===== src/anb_pkg.sv =====
// shared types and constants for the annex b to length-prefixed nal splitter
`default_nettype none
package anb_pkg;

	// longest held zero run, excess zeros are dropped and flagged
	localparam int ZERO_RUN_MAX = 15;
	localparam int ZRW          = $clog2(ZERO_RUN_MAX + 1);
	localparam int LEN_W        = 32;

	localparam logic [7:0] ZERO_BYTE  = 8'h00;
	localparam logic [7:0] START_BYTE = 8'h01;
	localparam logic [LEN_W-1:0] LEN_SAT = '1;

	typedef enum logic {
		KIND_PAYLOAD = 1'b0,
		KIND_LENGTH  = 1'b1
	} kind_t;

	typedef enum logic [1:0] {
		ERR_NONE      = 2'd0,
		ERR_ZERO_LOST = 2'd1,
		ERR_LEN_SAT   = 2'd2
	} err_t;

	// input word: one stream byte
	typedef struct packed {
		logic [7:0] data_byte;
		logic       end_of_stream;
	} in_word_t;

	// output word: payload byte or unit length
	typedef struct packed {
		logic             kind;
		logic [LEN_W-1:0] value;
		logic             last;
		logic [1:0]       error_code;
	} out_word_t;

	// list of results one input byte causes, in emit order
	typedef struct packed {
		logic             notice;
		logic [ZRW-1:0]   zcnt;
		logic             pay;
		logic [7:0]       pay_byte;
		logic             len;
		logic [LEN_W-1:0] len_val;
		logic             len0;
	} plan_t;

	// handshake between decoder and emitter
	typedef struct packed {
		logic  valid;
		plan_t plan;
	} plan_req_t;

endpackage
`default_nettype wire


===== src/anb_decode.sv =====
// stream state tracking and per-byte result planning
`default_nettype none
module anb_decode import anb_pkg::*; (
	input  wire logic      clk,
	input  wire logic      arst_n,
	input  wire logic      byte_valid,
	input  wire in_word_t  byte_word,
	input  wire logic      busy,
	output plan_req_t      req
);

	logic [ZRW-1:0]   zr_q;
	logic             inside_q;
	logic [LEN_W-1:0] ul_q;

	logic [ZRW-1:0]   zr_nx;
	logic             inside_nx;
	logic [LEN_W-1:0] ul_nx;
	logic [ZRW-1:0]   zr_inc;
	logic [ZRW:0]     add_cnt;
	logic [LEN_W:0]   sum;
	logic [LEN_W-1:0] sat_len;
	logic             accept;
	logic             is_zero;
	logic             is_start;
	plan_t            plan;

	assign accept   = byte_valid && !busy;
	assign is_zero  = byte_word.data_byte == ZERO_BYTE;
	assign is_start = (byte_word.data_byte == START_BYTE) && (zr_q >= ZRW'(2));

	// zero count after this byte, held at the limit
	assign zr_inc = (zr_q != ZRW'(ZERO_RUN_MAX)) ? zr_q + ZRW'(1) : zr_q;

	// length after releasing held zeros and the byte itself
	assign add_cnt = is_zero ? {1'b0, zr_inc} : {1'b0, zr_q} + (ZRW+1)'(1);
	assign sum     = {1'b0, ul_q} + (LEN_W+1)'(add_cnt);
	assign sat_len = sum[LEN_W] ? LEN_SAT : sum[LEN_W-1:0];

	// plan results and next state
	always_comb begin
		plan      = '0;
		zr_nx     = zr_q;
		inside_nx = inside_q;
		ul_nx     = ul_q;
		plan.pay_byte = byte_word.data_byte;
		if (is_zero) begin
			zr_nx       = zr_inc;
			plan.notice = inside_q && (zr_q == ZRW'(ZERO_RUN_MAX));
			if (byte_word.end_of_stream && inside_q) begin
				plan.zcnt    = zr_inc;
				plan.len     = 1'b1;
				plan.len_val = sat_len;
			end
		end else if (is_start) begin
			plan.len     = inside_q;
			plan.len_val = ul_q;
			plan.len0    = byte_word.end_of_stream;
			inside_nx    = 1'b1;
			ul_nx        = '0;
			zr_nx        = '0;
		end else begin
			if (inside_q) begin
				plan.zcnt    = zr_q;
				plan.pay     = 1'b1;
				plan.len     = byte_word.end_of_stream;
				plan.len_val = sat_len;
				ul_nx        = sat_len;
			end
			zr_nx = '0;
		end
		if (byte_word.end_of_stream) begin
			zr_nx     = '0;
			inside_nx = 1'b0;
			ul_nx     = '0;
		end
	end

	// stream state
	always_ff @(posedge clk or negedge arst_n) begin
		if (!arst_n) begin
			zr_q     <= '0;
			inside_q <= 1'b0;
			ul_q     <= '0;
		end else if (accept) begin
			zr_q     <= zr_nx;
			inside_q <= inside_nx;
			ul_q     <= ul_nx;
		end
	end

	assign req.valid = accept;
	assign req.plan  = plan;

`ifndef SYNTHESIS
	// held zero count never passes the limit
	a_zr_limit: assert property (@(posedge clk) disable iff (!arst_n)
		zr_q <= ZRW'(ZERO_RUN_MAX))
		else $error("zero run above limit");

	// end of stream returns the stream state to reset values
	a_eos_reset: assert property (@(posedge clk) disable iff (!arst_n)
		accept && byte_word.end_of_stream |=> zr_q == '0 && !inside_q && ul_q == '0)
		else $error("state not cleared after end of stream");
`endif

endmodule
`default_nettype wire


===== src/anb_emit.sv =====
// result sequencer and output register
`default_nettype none
module anb_emit import anb_pkg::*; (
	input  wire logic      clk,
	input  wire logic      arst_n,
	input  wire plan_req_t req,
	output logic           busy,
	output logic           res_valid,
	input  wire logic      res_stall,
	output out_word_t      res_word
);

	logic      work_valid_s1;
	plan_t     work_s1;
	plan_t     work_nx;
	out_word_t cur;
	out_word_t res_q;
	logic      res_valid_q;
	logic      pending;
	logic      rest_pending;
	logic      out_load;
	logic      done;

	assign pending = work_s1.notice || (work_s1.zcnt != '0) || work_s1.pay ||
		work_s1.len || work_s1.len0;

	// pick the first pending result and strike it from the list
	always_comb begin
		work_nx  = work_s1;
		cur      = '0;
		if (work_s1.notice) begin
			cur.kind       = KIND_PAYLOAD;
			cur.error_code = ERR_ZERO_LOST;
			work_nx.notice = 1'b0;
		end else if (work_s1.zcnt != '0) begin
			cur.kind     = KIND_PAYLOAD;
			work_nx.zcnt = work_s1.zcnt - ZRW'(1);
		end else if (work_s1.pay) begin
			cur.kind    = KIND_PAYLOAD;
			cur.value   = LEN_W'(work_s1.pay_byte);
			work_nx.pay = 1'b0;
		end else if (work_s1.len) begin
			cur.kind       = KIND_LENGTH;
			cur.value      = work_s1.len_val;
			cur.error_code = (work_s1.len_val == LEN_SAT) ? ERR_LEN_SAT : ERR_NONE;
			work_nx.len    = 1'b0;
		end else begin
			cur.kind     = KIND_LENGTH;
			work_nx.len0 = 1'b0;
		end
		rest_pending = work_nx.notice || (work_nx.zcnt != '0) || work_nx.pay ||
			work_nx.len || work_nx.len0;
		cur.last = !rest_pending;
	end

	assign out_load = work_valid_s1 && pending && (!res_valid_q || !res_stall);
	assign done     = work_valid_s1 && (!pending || (out_load && !rest_pending));
	assign busy     = work_valid_s1 && !done;

	// work register
	always_ff @(posedge clk or negedge arst_n) begin
		if (!arst_n) begin
			work_valid_s1 <= 1'b0;
		end else if (req.valid) begin
			work_valid_s1 <= 1'b1;
		end else if (done) begin
			work_valid_s1 <= 1'b0;
		end
	end

	always_ff @(posedge clk) begin
		if (req.valid) begin
			work_s1 <= req.plan;
		end else if (out_load) begin
			work_s1 <= work_nx;
		end
	end

	// output register
	always_ff @(posedge clk or negedge arst_n) begin
		if (!arst_n) begin
			res_valid_q <= 1'b0;
		end else if (out_load) begin
			res_valid_q <= 1'b1;
		end else if (!res_stall) begin
			res_valid_q <= 1'b0;
		end
	end

	always_ff @(posedge clk) begin
		if (out_load) begin
			res_q <= cur;
		end
	end

	assign res_valid = res_valid_q;
	assign res_word  = res_q;

`ifndef SYNTHESIS
	// a new word only arrives once the previous list is finished
	a_no_overrun: assert property (@(posedge clk) disable iff (!arst_n)
		req.valid |-> !work_valid_s1 || done)
		else $error("plan overwritten before done");

	// loss notices are zero-valued payload words
	a_notice_form: assert property (@(posedge clk) disable iff (!arst_n)
		res_valid_q && res_q.error_code == ERR_ZERO_LOST |->
			res_q.kind == KIND_PAYLOAD && res_q.value == '0)
		else $error("malformed loss notice");

	// payload words never carry the length flag
	a_pay_err: assert property (@(posedge clk) disable iff (!arst_n)
		res_valid_q && res_q.kind == KIND_PAYLOAD |-> res_q.error_code != ERR_LEN_SAT)
		else $error("length flag on payload word");
`endif

endmodule
`default_nettype wire


===== src/annexb_nal_to_length_prefixed.sv =====
// a byte's results pass through the work register and then the output register
// throughput: one byte per cycle while each byte yields at most one result and res_stall is low
// a byte yielding n results (zero release, lengths) holds the input until its last is loaded, n <= 17
// the rate is set by the single output register the result sequencer fills
// reset: arst_n clears stream state, pending work and the output valid at once
`default_nettype none
module annexb_nal_to_length_prefixed import anb_pkg::*; (
	input  wire logic     clk,
	input  wire logic     arst_n,
	input  wire logic     byte_valid,
	output logic          byte_stall,
	input  wire in_word_t byte_word,
	output logic          res_valid,
	input  wire logic     res_stall,
	output out_word_t     res_word
);

	plan_req_t req;
	logic      busy;

	// track start codes and plan each byte's results
	anb_decode u_decode (
		.clk        (clk),
		.arst_n     (arst_n),
		.byte_valid (byte_valid),
		.byte_word  (byte_word),
		.busy       (busy),
		.req        (req)
	);

	// send planned results one word per cycle while the output is not stalled
	anb_emit u_emit (
		.clk       (clk),
		.arst_n    (arst_n),
		.req       (req),
		.busy      (busy),
		.res_valid (res_valid),
		.res_stall (res_stall),
		.res_word  (res_word)
	);

	assign byte_stall = busy;

endmodule
`default_nettype wire

===== config.mk =====
export PLATFORM = sky130hd
export DESIGN_NAME = annexb_nal_to_length_prefixed
export DESIGN_NICKNAME = d
export VERILOG_FILES = /design/src/anb_pkg.sv /design/src/anb_decode.sv /design/src/anb_emit.sv /design/src/annexb_nal_to_length_prefixed.sv
export SDC_FILE = /design/constraint.sdc
export NUM_CORES = 1
export LEC_CHECK = 0
export BUFFER_PORTS_ARGS = -buffer_cell sky130_fd_sc_hd__clkbuf_2
export CAP_MARGIN = 20
export CELL_PAD_IN_SITES_DETAIL_PLACEMENT = 1
export CELL_PAD_IN_SITES_GLOBAL_PLACEMENT = 2
export CORE_MARGIN = 2
export CORE_UTILIZATION = 33
export CTS_CLUSTER_DIAMETER = 80
export DETAILED_ROUTE_END_ITERATION = 12
export GPL_ROUTABILITY_DRIVEN = 0
export GPL_TIMING_DRIVEN = 0
export PLACE_DENSITY = 0.84
export SLEW_MARGIN = 30
export SYNTH_ARGS = -nofsm -noshare
export SYNTH_HDL_FRONTEND = slang
export SYNTH_SLANG_ARGS = --single-unit

===== constraint.sdc =====
create_clock -name clk -period 3.6 [get_ports clk]
set_input_delay 0.36 -clock clk [delete_from_list [all_inputs] [get_ports clk]]
set_output_delay 0.36 -clock clk [all_outputs]
set_load 0.1 [all_outputs]

==> impl_results.md, run 1 <==
- Status: finished, final reports clean
- GRT overflow: 0
- Placeable core area: 0.0196 mm²
- Die W: 146 µm
- Distinct cells, synth: 64
- Switching Fraction: 0.328
- Ant. Diodes: 0
- Final WL: 22600 µm
- DRC violations left: 0
- CTS tree: built
- Clock power share: 0.407
- Area grow syn2layout: 24.1%
- Pin count of the biggest net entering global routing: 50
- Reg-to-reg setup timing slack: 0.12 ns
- Synth Instances: 668
- Iteration-0 DRC Markers: 443
- Clock skew: 0.0114 ns
- DP HPWL: 15800 µm
- Die Height: 146 µm
- Worst Setup End Kind: flip-flop
- Most frequent cells in the layout: 84 x edfxtp_1, 69 x nand2_1, 57 x a21oi_1
- Maximum Capacitance Violations: 0
- Fin Hold WS: 0.197 ns
- Clock Tree Root: clkbuf_16
- Sequential power share: 0.407
- Via Count: 5959
- Die area: 0.0213 mm²
- Hold Path Class: in2reg
- Cell area after synthesis: 0.00665 mm²
- # setup viols final: 0
- Yosys warnings: 0
- Cell Pwr Density: 514 mW/mm²
- Crit path kind: in2reg
- Quantity of I/O buffers inserted on ports: 50
- Via density per instance: 5.75
- Syn Nets: 690
- Net Sw Power: 1.39 mW
- H-tree Lvls: 4
- Worst Max-Slew Pin Slew: 0.851 ns
- Pins over their slew limit: 0
- Gr usage total: 0.213
- Slew HR: 0.433
- Pre-antenna DRT Iters: 5
- Vias in the first global route: 6090
- Synth area leader: edfxtp_1
- Total power: 4.24 mW
- Layout cell share with drive strength beyond 1: 0.220
- Synth async-reset ratio: 0.317
- Crit path launch type: input pin
- Area share of the largest cell type after synthesis: 0.379
- Avg Cell Area, Syn: 9.95 µm²
- First-pass GRT wire length: 35100 µm
- Finished Layout Cells: 1037
- Tmin final: 3.48 ns
- Fin crit share: 0.966
- Comb pwr share: 0.186
- Worst-skew pair later-pin latency: 0.43 ns
- Final nets: 781
- Max Clk Rate: 288 MHz
- Synthesized flop and latch total: 123
- Sequential fraction of the synthesis area: 0.526
- Final Hold Vio Count: 0
- Worst-path fanout max: 6
- Peak supply drop: 0.289 mV
- # rows: 51
- WP data arrival: 3.73 ns
- Routed length per instance: 21.7 µm
- Maximum clock insertion buffer count: 2
- Routed Antenna Nets: 0
- Pleak: 3.29 nW
- Top Ports: 51
- Cell Count Post-Placement: 984
- CTS Sinks: 123
- Synth top area cells: edfxtp_1 38%, dfrtp_1 15%, a21oi_1 4.7%, nand2_1 4.1%, and3_1 3.7%
- Commonest non-fill, non-tap cell in the layout: edfxtp_1
- CTS buffer count: 17
- Internal cell power: 2.85 mW
- Initial antenna violation count: 0
- CTS clk-pin slew, worst paths: 0.06 ns
- Number of synthesized flops with an enable pin: 84
- WP data required: 3.85 ns
- Main flop type after synthesis: edfxtp_1
- Initial Util: 0.339
critical path: stages:
cell	delay, ns
clkbuf_2	0.11
nor4_4	0.26
buf_4	0.17
nand2_2	0.10
nor2_4	0.20
nand2_4	0.10
buf_4	0.14
o21a_1	0.18
ha_1	0.28
a21oi_1	0.07
nand4b_1	0.26
buf_4	0.21
a2111oi_4	0.42
buf_4	0.19
and3_4	0.19
nor2b_1	0.15
o21ai_0	0.09
a21oi_1	0.24
per-stage QoR:
step	setup slack, ns	utilization	area (µm²)	TNS (ns)
final	0.122	0.421	8250	0
after global routing	-0.00362	0.421	8250	-0.00362
after CTS	0.0117	0.414	8110	0
after detailed placement	-1.48	0.372	7290	-72.89
after global placement	-1.50	0.370	7250	-71.76
after floorplan	0.0355	-	6670	0
cells by family after synthesis:
family,after synthesis,synth area share
adders and majority gates,9,0.0181
and+or+nand+nor,271,0.207
muxes,4,0.00621
xor gates and xnor gates,6,0.00791
buffers and inverters,54,0.0369
DFF,123,0.526
AOI/OAI and AO/OA,201,0.198
final cells by class:
| cell class | instances | area, µm² |
|---|---|---|
| fill | 2223 | 11300 |
| tap | 265 | 332 |
| clock inverter | 15 | 165 |
| sequential | 123 | 3500 |
| timing repair buffer | 74 | 459 |
| inverter | 11 | 42.5 |
| multi-input combinational | 491 | 3100 |
| clock buffer | 17 | 425 |
| buffer | 41 | 233 |
power groups by stage:
stage                     Sequential, mW  Combinational (mW)  Clock [mW]
after floorplan                     2.06               0.281           0
after global placement              1.74               0.747           0
after detailed placement            1.75               0.778           0
after CTS                           1.72               0.786        1.74
after global routing                1.74               0.833        1.81
final                               1.73               0.789        1.72
flip-flops by register name, summed over array words and instances, names as in the netlist:
signal and cells:
u_decode.inside_q 1, u_decode.ul_q 32, u_decode.zr_q 4, u_emit.res_valid 1, u_emit.res_word 36, u_emit.work_nx 40, u_emit.work_s1 8, u_emit.work_valid_s1 1
per-layer routing:
| layer | vias up | GRT usage | routed length, µm |
|---|---|---|---|
| met3 | 51 | 0.0382 | 1170 |
| met1 | 3011 | 0.274 | 9630 |
| li1 | 2704 | - | - |
| met4 | 0 | 0.0912 | 779 |
| met2 | 193 | 0.353 | 11000 |
| met5 | - | 0 | 0 |
synthesized netlist by cell type, drive strengths merged, types with 4 or more instances:
cell type,n
ha,8
o21a,5
nand3,29
a21o,4
o21ai,50
nand2,73
o31ai,15
and4,4
inv,10
a22o,14
buf,13
nand4,11
nor3,23
nor4,5
clkbuf,30
nor2,53
nor2b,6
edfxtp,84
a21oi,62
and2,12
a22oi,10
and3,39
dfrtp,39
o211ai,4
a31oi,11
nand2b,6
worst paths after layout:
check | start | endpoint | cells after the start
max | byte_word[2] | u_emit.work_nx[30] | 18
min | byte_valid | u_emit.work_valid_s1 | 2
max reg2reg | u_decode.zr_q[0] | u_emit.work_nx[30] | 15
min reg2reg | u_decode.ul_q[0] | u_decode.ul_q[0] | 2
max in group asynchronous | arst_n | u_decode.zr_q[1] | 2
min in group asynchronous | arst_n | u_decode.zr_q[2] | 2
what timing repair did:
item,CTS,global route
endpoints found under the hold margin,18,0
setup buffers,12,10
hold buffers,1,0
pin swaps,6,12
endpoints found under the setup margin,110,50
resized for setup,33,16
Power figures use the tool's default switching activity.
==> inputs of run 2 (changes only) <==
CAP_MARGIN = not set   (was 20)
RECOVER_POWER = 25   (was not set)
==> run 2 against run 1 <==
- the flow now finishes with violations (capacitance limit, slew limit)
- hold slack worse by 0.00057 ns
- register-to-register slack hardly changed
- sequential share of layout area is 0.22 points higher
- routed wire length hardly changed
- utilization is 0.22 points lower
- highest routed layer unchanged
==> impl_results.md, run 2 (synthesis gave the netlist of run 1 again) <==
- Ant. Diodes: 0 (unchanged)
- Initial Util: 0.339 (unchanged)
- Die area: 0.0213 mm² (unchanged)
- Via density per instance: 5.75 (about the same)
- Gr usage total: 0.213 (unchanged)
- Cell Pwr Density: 515 mW/mm² (+0.25%)
- Initial antenna violation count: 0 (unchanged)
- Worst Max-Slew Pin Slew: 2.54 ns (+1.69 ns)
- CTS clk-pin slew, worst paths: 0.06 ns (about the same)
- Clock skew: 0.0109 ns (-0.000510 ns)
- GR peak layer: met2
- Iteration-0 DRC Markers: 484 (+9.3%)
- Pleak: 3.19 nW (-3.1%)
- Most frequent cells in the layout: 84 x edfxtp_1, 69 x nand2_1, 57 x a21oi_1
- Max Clk Rate: 287 MHz (about the same)
- Clock Tree Root: clkbuf_16
- Total power: 4.23 mW (-0.27%)
- Worst hold path stage count: 2 (unchanged)
- Number of flip-flops under the largest register name: 40 (unchanged)
- Final WL: 22500 µm (about the same)
- Failing checks: capacitance limit, slew limit
- Fin area: 0.00821 mm² (-0.52%)
- Final core occ: 0.419 (-0.00217)
- M1 GR Usage: 0.274 (unchanged)
- Area grow syn2layout: 23.5%
- Worst Setup End Kind: flip-flop
- M2 GR Usage: 0.353 (unchanged)
- Worst-case reg-to-reg path depth: 15 (unchanged)
- WP data arrival: 3.73 ns (about the same)
- CTS buffer count: 17 (unchanged)
- Final TNS setup: 0 ns (unchanged)
- Maximum Capacitance Violations: 1 (+1)
- First-pass GRT wire length: 35100 µm (unchanged)
- Via Count: 5964 (+0.084%)
- GRT overflow: 0 (unchanged)
- Vias in the first global route: 6090 (unchanged)
- DRC violations left: 0 (unchanged)
- Pins over their slew limit: 40 (+40)
- # setup viols final: 0 (unchanged)
- Met3 Use GR: 0.0382 (unchanged)
- Pre-antenna DRT Iters: 5 (unchanged)
- Slew HR: -0.696 (-1.13)
- Die W: 146 µm (unchanged)
- Crit path kind: in2reg
- Pin count of the biggest net entering global routing: 50 (unchanged)
- Final nets: 781 (unchanged)
- DP HPWL: 15800 µm (unchanged)
- Placeable core area: 0.0196 mm² (unchanged)
- CTS Sinks: 123 (unchanged)
- Top Ports: 51 (unchanged)
- Reg-to-reg setup timing slack: 0.13 ns (about the same)
- WP data required: 3.85 ns (about the same)
- Crit path launch type: input pin
- Fillers: 2241 (+0.81%)
- Worst-path fanout max: 6 (unchanged)
- Hold Path Class: in2reg
- CTS tree: built
- # rows: 51 (unchanged)
- Die Height: 146 µm (unchanged)
- Layout cell share with drive strength beyond 1: 0.179 (-0.0415)
- Fin Hold WS: 0.197 ns (-0.000575 ns)
- H-tree Lvls: 4 (unchanged)
- Worst-skew pair later-pin latency: 0.43 ns (about the same)
- Final Hold Vio Count: 0 (unchanged)
- Routed length per instance: 21.7 µm (about the same)
- DP Area: 0.00729 mm² (unchanged)
- Routed Antenna Nets: 0 (unchanged)
- Peak supply drop: 0.288 mV (-0.25%)
- Commonest non-fill, non-tap cell in the layout: edfxtp_1
- Quantity of I/O buffers inserted on ports: 50 (unchanged)
- Tmin final: 3.48 ns (+0.000383 ns)
- Fin crit share: 0.966 (about the same)
- Status: finished with violations
- Maximum clock insertion buffer count: 2 (unchanged)
[run 2: cell counts in the layout (fill, tap and decap cells not counted)]
No cell type changed its count.
[run 2: power breakdown]
part	internal (mW)	switching [mW]	leakage (nW)	total, mW
combinational	0.163	0.617	1.55	0.779
clock	1.03	0.693	0.289	1.72
sequential	1.65	0.0791	1.35	1.73
total	2.84	1.39	3.19	4.23
[run 2: layout make-up]
| cell class | instances | area, µm² | area share |
|---|---|---|---|
| clock buffer | 17 | 425 | 0.0518 |
| tap | 265 | 332 | 0.0404 |
| timing repair buffer | 74 | 417 | 0.0507 |
| sequential | 123 | 3500 | 0.426 |
| multi-input combinational | 491 | 3100 | 0.377 |
| inverter | 11 | 42.5 | 0.00518 |
| clock inverter | 15 | 165 | 0.0201 |
| buffer | 41 | 233 | 0.0283 |
[run 2: path summary, 6_finish.rpt]
check | startpoint | end
setup / recovery | byte_word[2] | u_emit.work_nx[30]
hold / removal | byte_valid | u_emit.work_valid_s1
setup reg to reg | u_decode.zr_q[0] | u_emit.work_nx[30]
hold reg to reg | u_decode.ul_q[0] | u_decode.ul_q[0]
max in group asynchronous | arst_n | u_decode.zr_q[1]
min in group asynchronous | arst_n | u_decode.zr_q[3]
[run 2: timing repair]
item                                    CTS  global route
setup buffers                            12            10
hold endpoints to repair                 18             0
hold buffers                              1             0
gates resized for setup                  33            16
endpoints found under the setup margin  110            50
pin swaps                                 6            12
[run 2: critical path, stage by stage]
cell and delay (ns):
clkbuf_2 0.11, nor4_4 0.26, buf_4 0.17, nand2_2 0.10, nor2_4 0.20, nand2_4 0.10
buf_4 0.14, o21a_1 0.19, ha_1 0.28, a21oi_1 0.07, nand4b_1 0.26, buf_4 0.21
a2111oi_4 0.42, buf_4 0.19, and3_4 0.19, nor2b_1 0.15, o21ai_0 0.09, a21oi_1 0.24
[run 2: routing by layer]
layer / vias up / share of wire / routed length [µm]
met2: 216 / 0.49 / 11100
li1: 2709 / - / -
met3: 45 / 0.051 / 1160
met4: 0 / 0.033 / 733
met5: - / 0 / 0
met1: 2994 / 0.43 / 9590
[run 2: through the flow]
step           std cells  worst slack [ns]
4_1_cts             1027            0.0117
5_1_grt             1037          -0.00362
3_5_place_dp         984             -1.48
6_report            1037             0.121
2_1_floorplan        668            0.0355
3_3_place_gp         983             -1.50
